File: src/sv/pidc_pkg.sv
`timescale 1ns / 1ps
`default_nettype none

package pidc_pkg;

  localparam int SampleW  = 16;
  localparam int GainW    = 16;
  localparam int StepW    = 16;
  localparam int IntegW   = 48;
  localparam int MulAW    = 17;
  localparam int MulBW    = 33;
  localparam int ProdW    = MulAW + MulBW;
  localparam int AccW     = 50;
  localparam int QuoW     = 48;
  localparam int CntW     = 6;
  localparam int UpcW     = 4;
  localparam int CfgAddrW = 3;
  localparam int CfgDataW = 16;

  typedef struct packed {
    logic signed [SampleW-1:0] error_sample;
    logic [StepW-1:0]          time_step;
  } in_item_t;

  typedef struct packed {
    logic signed [SampleW-1:0] drive;
    logic                      clamped;
  } out_item_t;

  localparam logic [CfgAddrW-1:0] CFG_PROP_GAIN  = 3'd0;
  localparam logic [CfgAddrW-1:0] CFG_INTEG_GAIN = 3'd1;
  localparam logic [CfgAddrW-1:0] CFG_DERIV_GAIN = 3'd2;
  localparam logic [CfgAddrW-1:0] CFG_OUT_UPPER  = 3'd3;
  localparam logic [CfgAddrW-1:0] CFG_OUT_LOWER  = 3'd4;

  typedef enum logic [2:0] {
    MUL_NONE,
    MUL_E_STEP,
    MUL_KP_E,
    MUL_KI_HI,
    MUL_KI_LO,
    MUL_KD_DIFF
  } mul_sel_t;

  typedef enum logic [2:0] {
    ACC_HOLD,
    ACC_LOAD,
    ACC_ADD,
    ACC_ADD_SH,
    ACC_ADD_QUO
  } acc_op_t;

  typedef enum logic [2:0] {
    JMP_NONE,
    JMP_ALWAYS,
    JMP_NO_INPUT,
    JMP_STEP_ZERO,
    JMP_CNT_NZ,
    JMP_OUT_BUSY
  } jump_t;

  typedef logic [UpcW-1:0] upc_t;

  localparam upc_t UPC_WAIT   = 4'd0;
  localparam upc_t UPC_MUL_ES = 4'd1;
  localparam upc_t UPC_INTEG  = 4'd2;
  localparam upc_t UPC_PTERM  = 4'd3;
  localparam upc_t UPC_IHI    = 4'd4;
  localparam upc_t UPC_ILO    = 4'd5;
  localparam upc_t UPC_DIV_LD = 4'd6;
  localparam upc_t UPC_DIV_IT = 4'd7;
  localparam upc_t UPC_DTERM  = 4'd8;
  localparam upc_t UPC_EMIT   = 4'd9;
  localparam upc_t UPC_RET    = 4'd10;

  typedef struct packed {
    mul_sel_t mul_sel;
    acc_op_t  acc_op;
    logic     ld_in;
    logic     integ_upd;
    logic     div_ld;
    logic     div_it;
    logic     emit;
    jump_t    jmp;
    upc_t     target;
  } ctrl_t;

  function automatic ctrl_t ucode(input upc_t pc);
    ctrl_t cw;
    cw.mul_sel   = MUL_NONE;
    cw.acc_op    = ACC_HOLD;
    cw.ld_in     = 1'b0;
    cw.integ_upd = 1'b0;
    cw.div_ld    = 1'b0;
    cw.div_it    = 1'b0;
    cw.emit      = 1'b0;
    cw.jmp       = JMP_NONE;
    cw.target    = UPC_WAIT;
    case (pc)
      UPC_WAIT: begin
        cw.ld_in  = 1'b1;
        cw.jmp    = JMP_NO_INPUT;
        cw.target = UPC_WAIT;
      end
      UPC_MUL_ES: begin
        cw.mul_sel = MUL_E_STEP;
      end
      UPC_INTEG: begin
        cw.integ_upd = 1'b1;
        cw.mul_sel   = MUL_KP_E;
      end
      UPC_PTERM: begin
        cw.acc_op  = ACC_LOAD;
        cw.mul_sel = MUL_KI_HI;
      end
      UPC_IHI: begin
        cw.acc_op  = ACC_ADD;
        cw.mul_sel = MUL_KI_LO;
      end
      UPC_ILO: begin
        cw.acc_op  = ACC_ADD_SH;
        cw.mul_sel = MUL_KD_DIFF;
      end
      UPC_DIV_LD: begin
        cw.div_ld = 1'b1;
        cw.jmp    = JMP_STEP_ZERO;
        cw.target = UPC_EMIT;
      end
      UPC_DIV_IT: begin
        cw.div_it = 1'b1;
        cw.jmp    = JMP_CNT_NZ;
        cw.target = UPC_DIV_IT;
      end
      UPC_DTERM: begin
        cw.acc_op = ACC_ADD_QUO;
      end
      UPC_EMIT: begin
        cw.emit   = 1'b1;
        cw.jmp    = JMP_OUT_BUSY;
        cw.target = UPC_EMIT;
      end
      UPC_RET: begin
        cw.jmp    = JMP_ALWAYS;
        cw.target = UPC_WAIT;
      end
      default: begin
        cw.jmp    = JMP_ALWAYS;
        cw.target = UPC_WAIT;
      end
    endcase
    return cw;
  endfunction

endpackage

`default_nettype wire

File: src/sv/pid_controller_clamped.sv
// Clamped PID controller, fixed point, driven by a small microprogram.
// Input channel (in_valid / in_stall / in_data): one item per control update,
// an error sample in signed Q8.8 and the elapsed time in unsigned Q0.16 s.
// Result channel (out_valid / out_stall / out_data): one item per input item,
// the clamped drive in signed Q8.8 and a flag set when a limit was applied.
// Configuration port (cfg_we / cfg_addr / cfg_wdata): gains and output limits,
// written while no item is in flight; unknown indexes are dropped.
// A zero time step skips the divider and the derivative term. A new item is
// taken only once the microprogram is back at its wait step. The derivative
// term comes from a 48-step restoring divider; all multiplies share one
// 17 x 33 multiplier, one product per step.
// in_stall is high whenever the microprogram is away from its wait step.
// The result sits in an output register; the next item is accepted while it
// waits, and the program holds at its emit step only if an older result is
// still stalled by the receiver.
// Reset clears the gains, sets the limits to full range, and clears the
// integral and the stored last error; no result is pending after reset.
`timescale 1ns / 1ps
`default_nettype none

module pid_controller_clamped
  import pidc_pkg::*;
(
  input  wire logic                clk,
  input  wire logic                rst_n,
  input  wire logic                in_valid,
  output logic                     in_stall,
  input  wire in_item_t            in_data,
  output logic                     out_valid,
  input  wire logic                out_stall,
  output out_item_t                out_data,
  input  wire logic                cfg_we,
  input  wire logic [CfgAddrW-1:0] cfg_addr,
  input  wire logic [CfgDataW-1:0] cfg_wdata
);

  upc_t                       upc_r, upc_nxt;
  ctrl_t                      ctrl;

  logic signed [GainW-1:0]    kp_r, kp_nxt;
  logic signed [GainW-1:0]    ki_r, ki_nxt;
  logic signed [GainW-1:0]    kd_r, kd_nxt;
  logic signed [SampleW-1:0]  upper_r, upper_nxt;
  logic signed [SampleW-1:0]  lower_r, lower_nxt;

  logic signed [SampleW-1:0]  e_r, e_nxt;
  logic [StepW-1:0]           step_r, step_nxt;
  logic signed [SampleW-1:0]  last_r, last_nxt;
  logic signed [IntegW-1:0]   integ_r, integ_nxt;

  logic signed [ProdW-1:0]    prod_r, prod_nxt;
  logic signed [AccW-1:0]     acc_r, acc_nxt;
  logic [QuoW-1:0]            quo_r, quo_nxt;
  logic [StepW-1:0]           rem_r, rem_nxt;
  logic [CntW-1:0]            cnt_r, cnt_nxt;
  logic                       neg_r, neg_nxt;

  logic                       out_valid_r, out_valid_nxt;
  out_item_t                  out_r, out_nxt;

  logic signed [MulAW-1:0]    mul_a;
  logic signed [MulBW-1:0]    mul_b;
  logic signed [SampleW:0]    diff;
  logic signed [IntegW:0]     isum;
  logic signed [MulBW-1:0]    num;
  logic [MulBW-1:0]           mag;
  logic [StepW:0]             trial;
  logic                       fits;
  logic signed [AccW-1:0]     quo_s;
  logic signed [AccW-1:0]     upper_q;
  logic signed [AccW-1:0]     lower_q;
  logic                       out_busy;
  logic                       in_fire;
  logic                       take_jump;

  assign in_stall  = (upc_r != UPC_WAIT);
  assign out_valid = out_valid_r;
  assign out_data  = out_r;
  assign in_fire   = in_valid && !in_stall;
  assign out_busy  = out_valid_r && out_stall;

  always_comb begin
    ctrl = ucode(upc_r);

    kp_nxt    = kp_r;
    ki_nxt    = ki_r;
    kd_nxt    = kd_r;
    upper_nxt = upper_r;
    lower_nxt = lower_r;
    if (cfg_we) begin
      case (cfg_addr)
        CFG_PROP_GAIN:  kp_nxt    = cfg_wdata[GainW-1:0];
        CFG_INTEG_GAIN: ki_nxt    = cfg_wdata[GainW-1:0];
        CFG_DERIV_GAIN: kd_nxt    = cfg_wdata[GainW-1:0];
        CFG_OUT_UPPER:  upper_nxt = cfg_wdata[SampleW-1:0];
        CFG_OUT_LOWER:  lower_nxt = cfg_wdata[SampleW-1:0];
        default: ;
      endcase
    end

    e_nxt    = e_r;
    step_nxt = step_r;
    if (ctrl.ld_in && in_fire) begin
      e_nxt    = in_data.error_sample;
      step_nxt = in_data.time_step;
    end

    diff = {e_r[SampleW-1], e_r} - {last_r[SampleW-1], last_r};
    case (ctrl.mul_sel)
      MUL_E_STEP: begin
        mul_a = {e_r[SampleW-1], e_r};
        mul_b = {{(MulBW-StepW){1'b0}}, step_r};
      end
      MUL_KP_E: begin
        mul_a = {kp_r[GainW-1], kp_r};
        mul_b = {{(MulBW-SampleW){e_r[SampleW-1]}}, e_r};
      end
      MUL_KI_HI: begin
        mul_a = {ki_r[GainW-1], ki_r};
        mul_b = {integ_r[IntegW-1], integ_r[IntegW-1:16]};
      end
      MUL_KI_LO: begin
        mul_a = {ki_r[GainW-1], ki_r};
        mul_b = {{(MulBW-16){1'b0}}, integ_r[15:0]};
      end
      MUL_KD_DIFF: begin
        mul_a = {kd_r[GainW-1], kd_r};
        mul_b = {{(MulBW-SampleW-1){diff[SampleW]}}, diff};
      end
      default: begin
        mul_a = '0;
        mul_b = '0;
      end
    endcase
    prod_nxt = (ctrl.mul_sel == MUL_NONE) ? prod_r : mul_a * mul_b;

    isum      = {integ_r[IntegW-1], integ_r} + prod_r[IntegW:0];
    integ_nxt = integ_r;
    if (ctrl.integ_upd) begin
      if (isum[IntegW] != isum[IntegW-1]) begin
        integ_nxt = isum[IntegW] ? {1'b1, {(IntegW-1){1'b0}}}
                                 : {1'b0, {(IntegW-1){1'b1}}};
      end else begin
        integ_nxt = isum[IntegW-1:0];
      end
    end

    num     = prod_r[MulBW-1:0];
    mag     = num[MulBW-1] ? -num : num;
    trial   = {rem_r, quo_r[QuoW-1]};
    fits    = (trial >= {1'b0, step_r});
    quo_nxt = quo_r;
    rem_nxt = rem_r;
    cnt_nxt = cnt_r;
    neg_nxt = neg_r;
    if (ctrl.div_ld) begin
      quo_nxt = {mag[QuoW-17:0], 16'b0};
      rem_nxt = '0;
      cnt_nxt = CntW'(QuoW - 1);
      neg_nxt = num[MulBW-1];
    end else if (ctrl.div_it) begin
      quo_nxt = {quo_r[QuoW-2:0], fits};
      rem_nxt = fits ? StepW'(trial - {1'b0, step_r}) : trial[StepW-1:0];
      cnt_nxt = cnt_r - 1'b1;
    end

    quo_s = neg_r ? -$signed({{(AccW-QuoW){1'b0}}, quo_r})
                  : $signed({{(AccW-QuoW){1'b0}}, quo_r});
    case (ctrl.acc_op)
      ACC_LOAD:    acc_nxt = prod_r;
      ACC_ADD:     acc_nxt = acc_r + prod_r;
      ACC_ADD_SH:  acc_nxt = acc_r + (prod_r >>> 16);
      ACC_ADD_QUO: acc_nxt = acc_r + quo_s;
      default:     acc_nxt = acc_r;
    endcase

    upper_q       = {{(AccW-SampleW-8){upper_r[SampleW-1]}}, upper_r, 8'b0};
    lower_q       = {{(AccW-SampleW-8){lower_r[SampleW-1]}}, lower_r, 8'b0};
    out_nxt       = out_r;
    last_nxt      = last_r;
    out_valid_nxt = out_valid_r && out_stall;
    if (ctrl.emit && !out_busy) begin
      out_valid_nxt = 1'b1;
      last_nxt      = e_r;
      if (acc_r > upper_q) begin
        out_nxt.drive   = upper_r;
        out_nxt.clamped = 1'b1;
      end else if (acc_r < lower_q) begin
        out_nxt.drive   = lower_r;
        out_nxt.clamped = 1'b1;
      end else begin
        out_nxt.drive   = acc_r[SampleW+7:8];
        out_nxt.clamped = 1'b0;
      end
    end

    case (ctrl.jmp)
      JMP_ALWAYS:    take_jump = 1'b1;
      JMP_NO_INPUT:  take_jump = !in_valid;
      JMP_STEP_ZERO: take_jump = (step_r == '0);
      JMP_CNT_NZ:    take_jump = (cnt_r != '0);
      JMP_OUT_BUSY:  take_jump = out_busy;
      default:       take_jump = 1'b0;
    endcase
    upc_nxt = take_jump ? ctrl.target : upc_r + 1'b1;
  end

  always_ff @(posedge clk) begin
    if (!rst_n) begin
      upc_r       <= UPC_WAIT;
      out_valid_r <= 1'b0;
      kp_r        <= '0;
      ki_r        <= '0;
      kd_r        <= '0;
      upper_r     <= {1'b0, {(SampleW-1){1'b1}}};
      lower_r     <= {1'b1, {(SampleW-1){1'b0}}};
      last_r      <= '0;
      integ_r     <= '0;
    end else begin
      upc_r       <= upc_nxt;
      out_valid_r <= out_valid_nxt;
      kp_r        <= kp_nxt;
      ki_r        <= ki_nxt;
      kd_r        <= kd_nxt;
      upper_r     <= upper_nxt;
      lower_r     <= lower_nxt;
      last_r      <= last_nxt;
      integ_r     <= integ_nxt;
    end
  end

  always_ff @(posedge clk) begin
    e_r    <= e_nxt;
    step_r <= step_nxt;
    prod_r <= prod_nxt;
    acc_r  <= acc_nxt;
    quo_r  <= quo_nxt;
    rem_r  <= rem_nxt;
    cnt_r  <= cnt_nxt;
    neg_r  <= neg_nxt;
    out_r  <= out_nxt;
  end

endmodule

`default_nettype wire

File: config.mk
export PLATFORM = sky130hd
export DESIGN_NAME = pid_controller_clamped
export DESIGN_NICKNAME = d
export VERILOG_FILES = /design/src/sv/pidc_pkg.sv /design/src/sv/pid_controller_clamped.sv
export SDC_FILE = /design/constraint.sdc
export NUM_CORES = 2
export LEC_CHECK = 0
export BUFFER_PORTS_ARGS = -buffer_cell sky130_fd_sc_hd__buf_4
export CAP_MARGIN = 15
export CORE_ASPECT_RATIO = 1.25
export CORE_UTILIZATION = 44
export CTS_CLUSTER_DIAMETER = 60
export DETAILED_ROUTE_END_ITERATION = 8
export GPL_ROUTABILITY_DRIVEN = 0
export GPL_TIMING_DRIVEN = 0
export RECOVER_POWER = 25
export SLEW_MARGIN = 20
export SYNTH_ARGS = -nofsm -noshare
export SYNTH_HDL_FRONTEND = slang
export SYNTH_SLANG_ARGS = --single-unit
File: constraint.sdc
create_clock -name clk -period 14.5 [get_ports clk]
set_input_delay 4.35 -clock clk [delete_from_list [all_inputs] [get_ports clk]]
set_output_delay 4.35 -clock clk [all_outputs]
set_load 0.01 [all_outputs]
==> results_dict.tcl <==
set metrics [dict create \
    final_common_cell "inv_1" \
    max-cap-violations 1 \
    root_buffer "clkbuf_16" \
    r2r-start "upc_r[0]$_SDFF_PN0_" \
    grt_pass1_wl_mm 235 \
    io_buffers 73 \
    clkTransAtPathRegs_ps 70 \
    clkPwrFrac 0.124 \
    cp_slowest_cell "nor3b_1" \
    path_delay_family "adder cells" \
    area_delta_synth_final_pct 8.45 \
    synth_cell_types 83 \
    cts_sinks 369 \
    setup_ws_ps 3000 \
    intPower_mw 4.15 \
    grt_pass1_vias 38300 \
    power.density_nw_per_um2 189 \
    synthFlopType "dfxtp_1" \
    skew_ps 47.0 \
    slew_headroom -0.0926 \
    cp_max_fo 10 \
    synth_seq_cells 369 \
    max_freq_mhz 87.0 \
    finalNetCount 6171 \
    grt_use_total 0.310 \
    synthArstFlopShare 0 \
    clk_path_buf_depth 3 \
    crit_cells 33 \
    h-tree-depth 2 \
    cts.repair.resized 0 \
    final_antenna_net_count 0 \
    core_area_sq_um 99100 \
    syn-num-nets 6043 \
    end_kind "flip-flop" \
    crit_type "flip-flop to flip-flop" \
    required_ps 14880 \
    finalPower_mw 9.03 \
    place_hpwl_mm 128 \
    grt_antenna_before_repair 3 \
    via_per_inst 5.76 \
    worst_pin_slew_ps 1640 \
    irDropWorstVdd_v 0.000122 \
    status "complete, but fails checks" \
    routedWlPerCell_um 23.8 \
    postLayoutCellArea_sq_um 47800 \
    ys_seq_area_frac 0.209 \
    fin_crit_sh 0.793 \
    r2r_cells 33 \
    cts_tree "built" \
    finalHoldViolations 0 \
    maxSlewViolCount 26 \
    num_rows 129 \
    fin_tns_setup_ps 0 \
    avgSynthCellArea_sq_um 8.60 \
    hold_class "flip-flop to flip-flop" \
    post_cts.repair.setup_buffers 0 \
    chipWidth_um 285 \
    drt_wl_total_mm 157 \
    clk_latency_ps 630 \
    pwr-share-seq 0.228 \
    drcViolationCount 0 \
    die-height_um 356 \
    fin_util 0.482 \
    dp_slack_ps 3120 \
    reg2reg_slack_ps 3000 \
    violations "capacitance limit, slew limit" \
    grt_max_degree 34 \
    fin_crit_ps 11500 \
    placed_cell_area_sq_um 46500 \
    crit_end "prod_r[46]$_DFFE_PP_" \
    power_leakage_nw 21.6 \
    crit_path_start_kind "flip-flop" \
    syn_area_sq_um 44100 \
    power.switching_mw 4.87 \
    p_comb_frac 0.648 \
    overflow 0 \
    dr.pass1.iters 6 \
    cpPeakStageDelay_ps 740 \
    synth_edf_count 182 \
    r2r_end "prod_r[46]$_DFFE_PP_" \
    initial_core_util 0.445 \
    route.vias.total 38000 \
    critPathBufInv 9 \
    ioPinCount 75 \
    hold_depth 2 \
    swShare 0.540 \
    holdBufCountCts 0 \
    setup_viol 0 \
    arrival_ps 11870 \
    dieArea_sq_um 101000 \
    drt_iter0_markers 3050 \
    final_cell_mix "706 x inv_1, 676 x nand2_1, 531 x fa_1, 452 x nor2_1, 360 x a21oi_1" \
    startpoint "upc_r[0]$_SDFF_PN0_" \
    rsz0062_at_grt "false" \
    ys_warn_count 0 \
    cts_buffers 42 \
    drive_above_1_share 0.0394 \
    synthCells 5122 \
]
-- cells in the mapped netlist, drive strengths merged, types with 21 or more instances --
cell type / instances / area share
nor2b: 41 / 0.0058
ha: 334 / 0.095
clkbuf: 214 / 0.018
buf: 33 / 0.0034
xor2: 132 / 0.026
o21a: 30 / 0.0051
inv: 707 / 0.060
a22oi: 55 / 0.0094
a21oi: 362 / 0.041
nand2: 676 / 0.058
and3: 25 / 0.0035
mux2i: 52 / 0.012
a21o: 124 / 0.021
nor3: 42 / 0.0048
o21bai: 27 / 0.0046
a211oi: 58 / 0.0099
xnor2: 101 / 0.020
o31ai: 33 / 0.0057
nor2: 453 / 0.039
nand3: 54 / 0.0061
nand2b: 56 / 0.0086
dfxtp: 187 / 0.085
fa: 531 / 0.24
or3: 21 / 0.0030
o21ai: 256 / 0.029
edfxtp: 182 / 0.12
o211ai: 33 / 0.0056
nand4: 54 / 0.0078
-- power by group through the flow --
stage	sequential [mW]	combinational, mW	clock (mW)
floorplan	1.70	4.07	0
global placement	2.07	5.64	0
CTS	2.02	5.83	1.13
global route	2.04	6.44	1.17
finish	2.06	5.85	1.12
detailed placement	2.04	5.78	0
-- logic make-up (layout without fill, tap and decap cells) --
group,count (synthesis),count (layout),synth area share
adders and majority gates,874,874,0.338
other,0,2,0
and+or+nand+nor,1501,1501,0.149
DFF,369,369,0.209
AOI/OAI and AO/OA,1135,1135,0.163
buffers and inverters,955,1117,0.0819
muxes,55,55,0.0126
xor gates and xnor gates,233,233,0.0465
-- per-stage QoR --
| step | std cells | hold WS, ps |
|---|---|---|
| 2_1_floorplan | 5122 | 426 |
| 3_3_place_gp | 6505 | 440 |
| 3_5_place_dp | 6516 | 448 |
| 4_1_cts | 6594 | 457 |
| 5_1_grt | 6594 | 470 |
| 6_report | 6596 | 457 |
-- layout make-up --
type                            instances  area (sq um)
Fill cell                            9828         51300
Timing Repair Buffer                   84           627
Inverter                              708          2660
Buffer                                247           953
Multi-Input combinational cell       3798         31300
Antenna cell                            2          5.00
Tap cell                             1310          1640
Clock inverter                         30           307
Sequential cell                       369          9210
Clock buffer                           48          1100
-- flip-flops by register name (all words and copies together) (netlist names), 6 cells and up --
signal    count
acc_r        50
lower_r      16
e_r          16
prod_r       50
ki_r         16
step_r       16
cnt_r         6
last_r       16
out_data     17
rem_r        16
kd_r         16
upper_r      16
kp_r         16
integ_r      48
quo_r        48
-- metal layers --
layer | GRT usage | wire (um) | share of wire
met1 | 0.360 | 58800 | 0.37
met2 | 0.532 | 75400 | 0.48
met3 | 0.0443 | 10500 | 0.067
met4 | 0.210 | 12500 | 0.080
met5 | 0 | 0 | 0
-- tightest hold or removal path: stages (launching register included) --
cell,delay [ps]
dfxtp_1,310
nand2_1,50
o31ai_1,50
-- worst min-delay path by stage --
stage	startpoint	endpoint
after floorplan	rem_r[15]$_SDFFE_PP0P_	rem_r[15]$_SDFFE_PP0P_
after global placement	rem_r[15]$_SDFFE_PP0P_	rem_r[15]$_SDFFE_PP0P_
after detailed placement	kp_r[14]$_SDFFE_PN0P_	kp_r[14]$_SDFFE_PN0P_
after CTS	kp_r[1]$_SDFFE_PN0P_	kp_r[1]$_SDFFE_PN0P_
after global routing	kd_r[2]$_SDFFE_PN0P_	kd_r[2]$_SDFFE_PN0P_
final	rem_r[15]$_SDFFE_PP0P_	rem_r[15]$_SDFFE_PP0P_
Power figures use the tool's default switching activity.
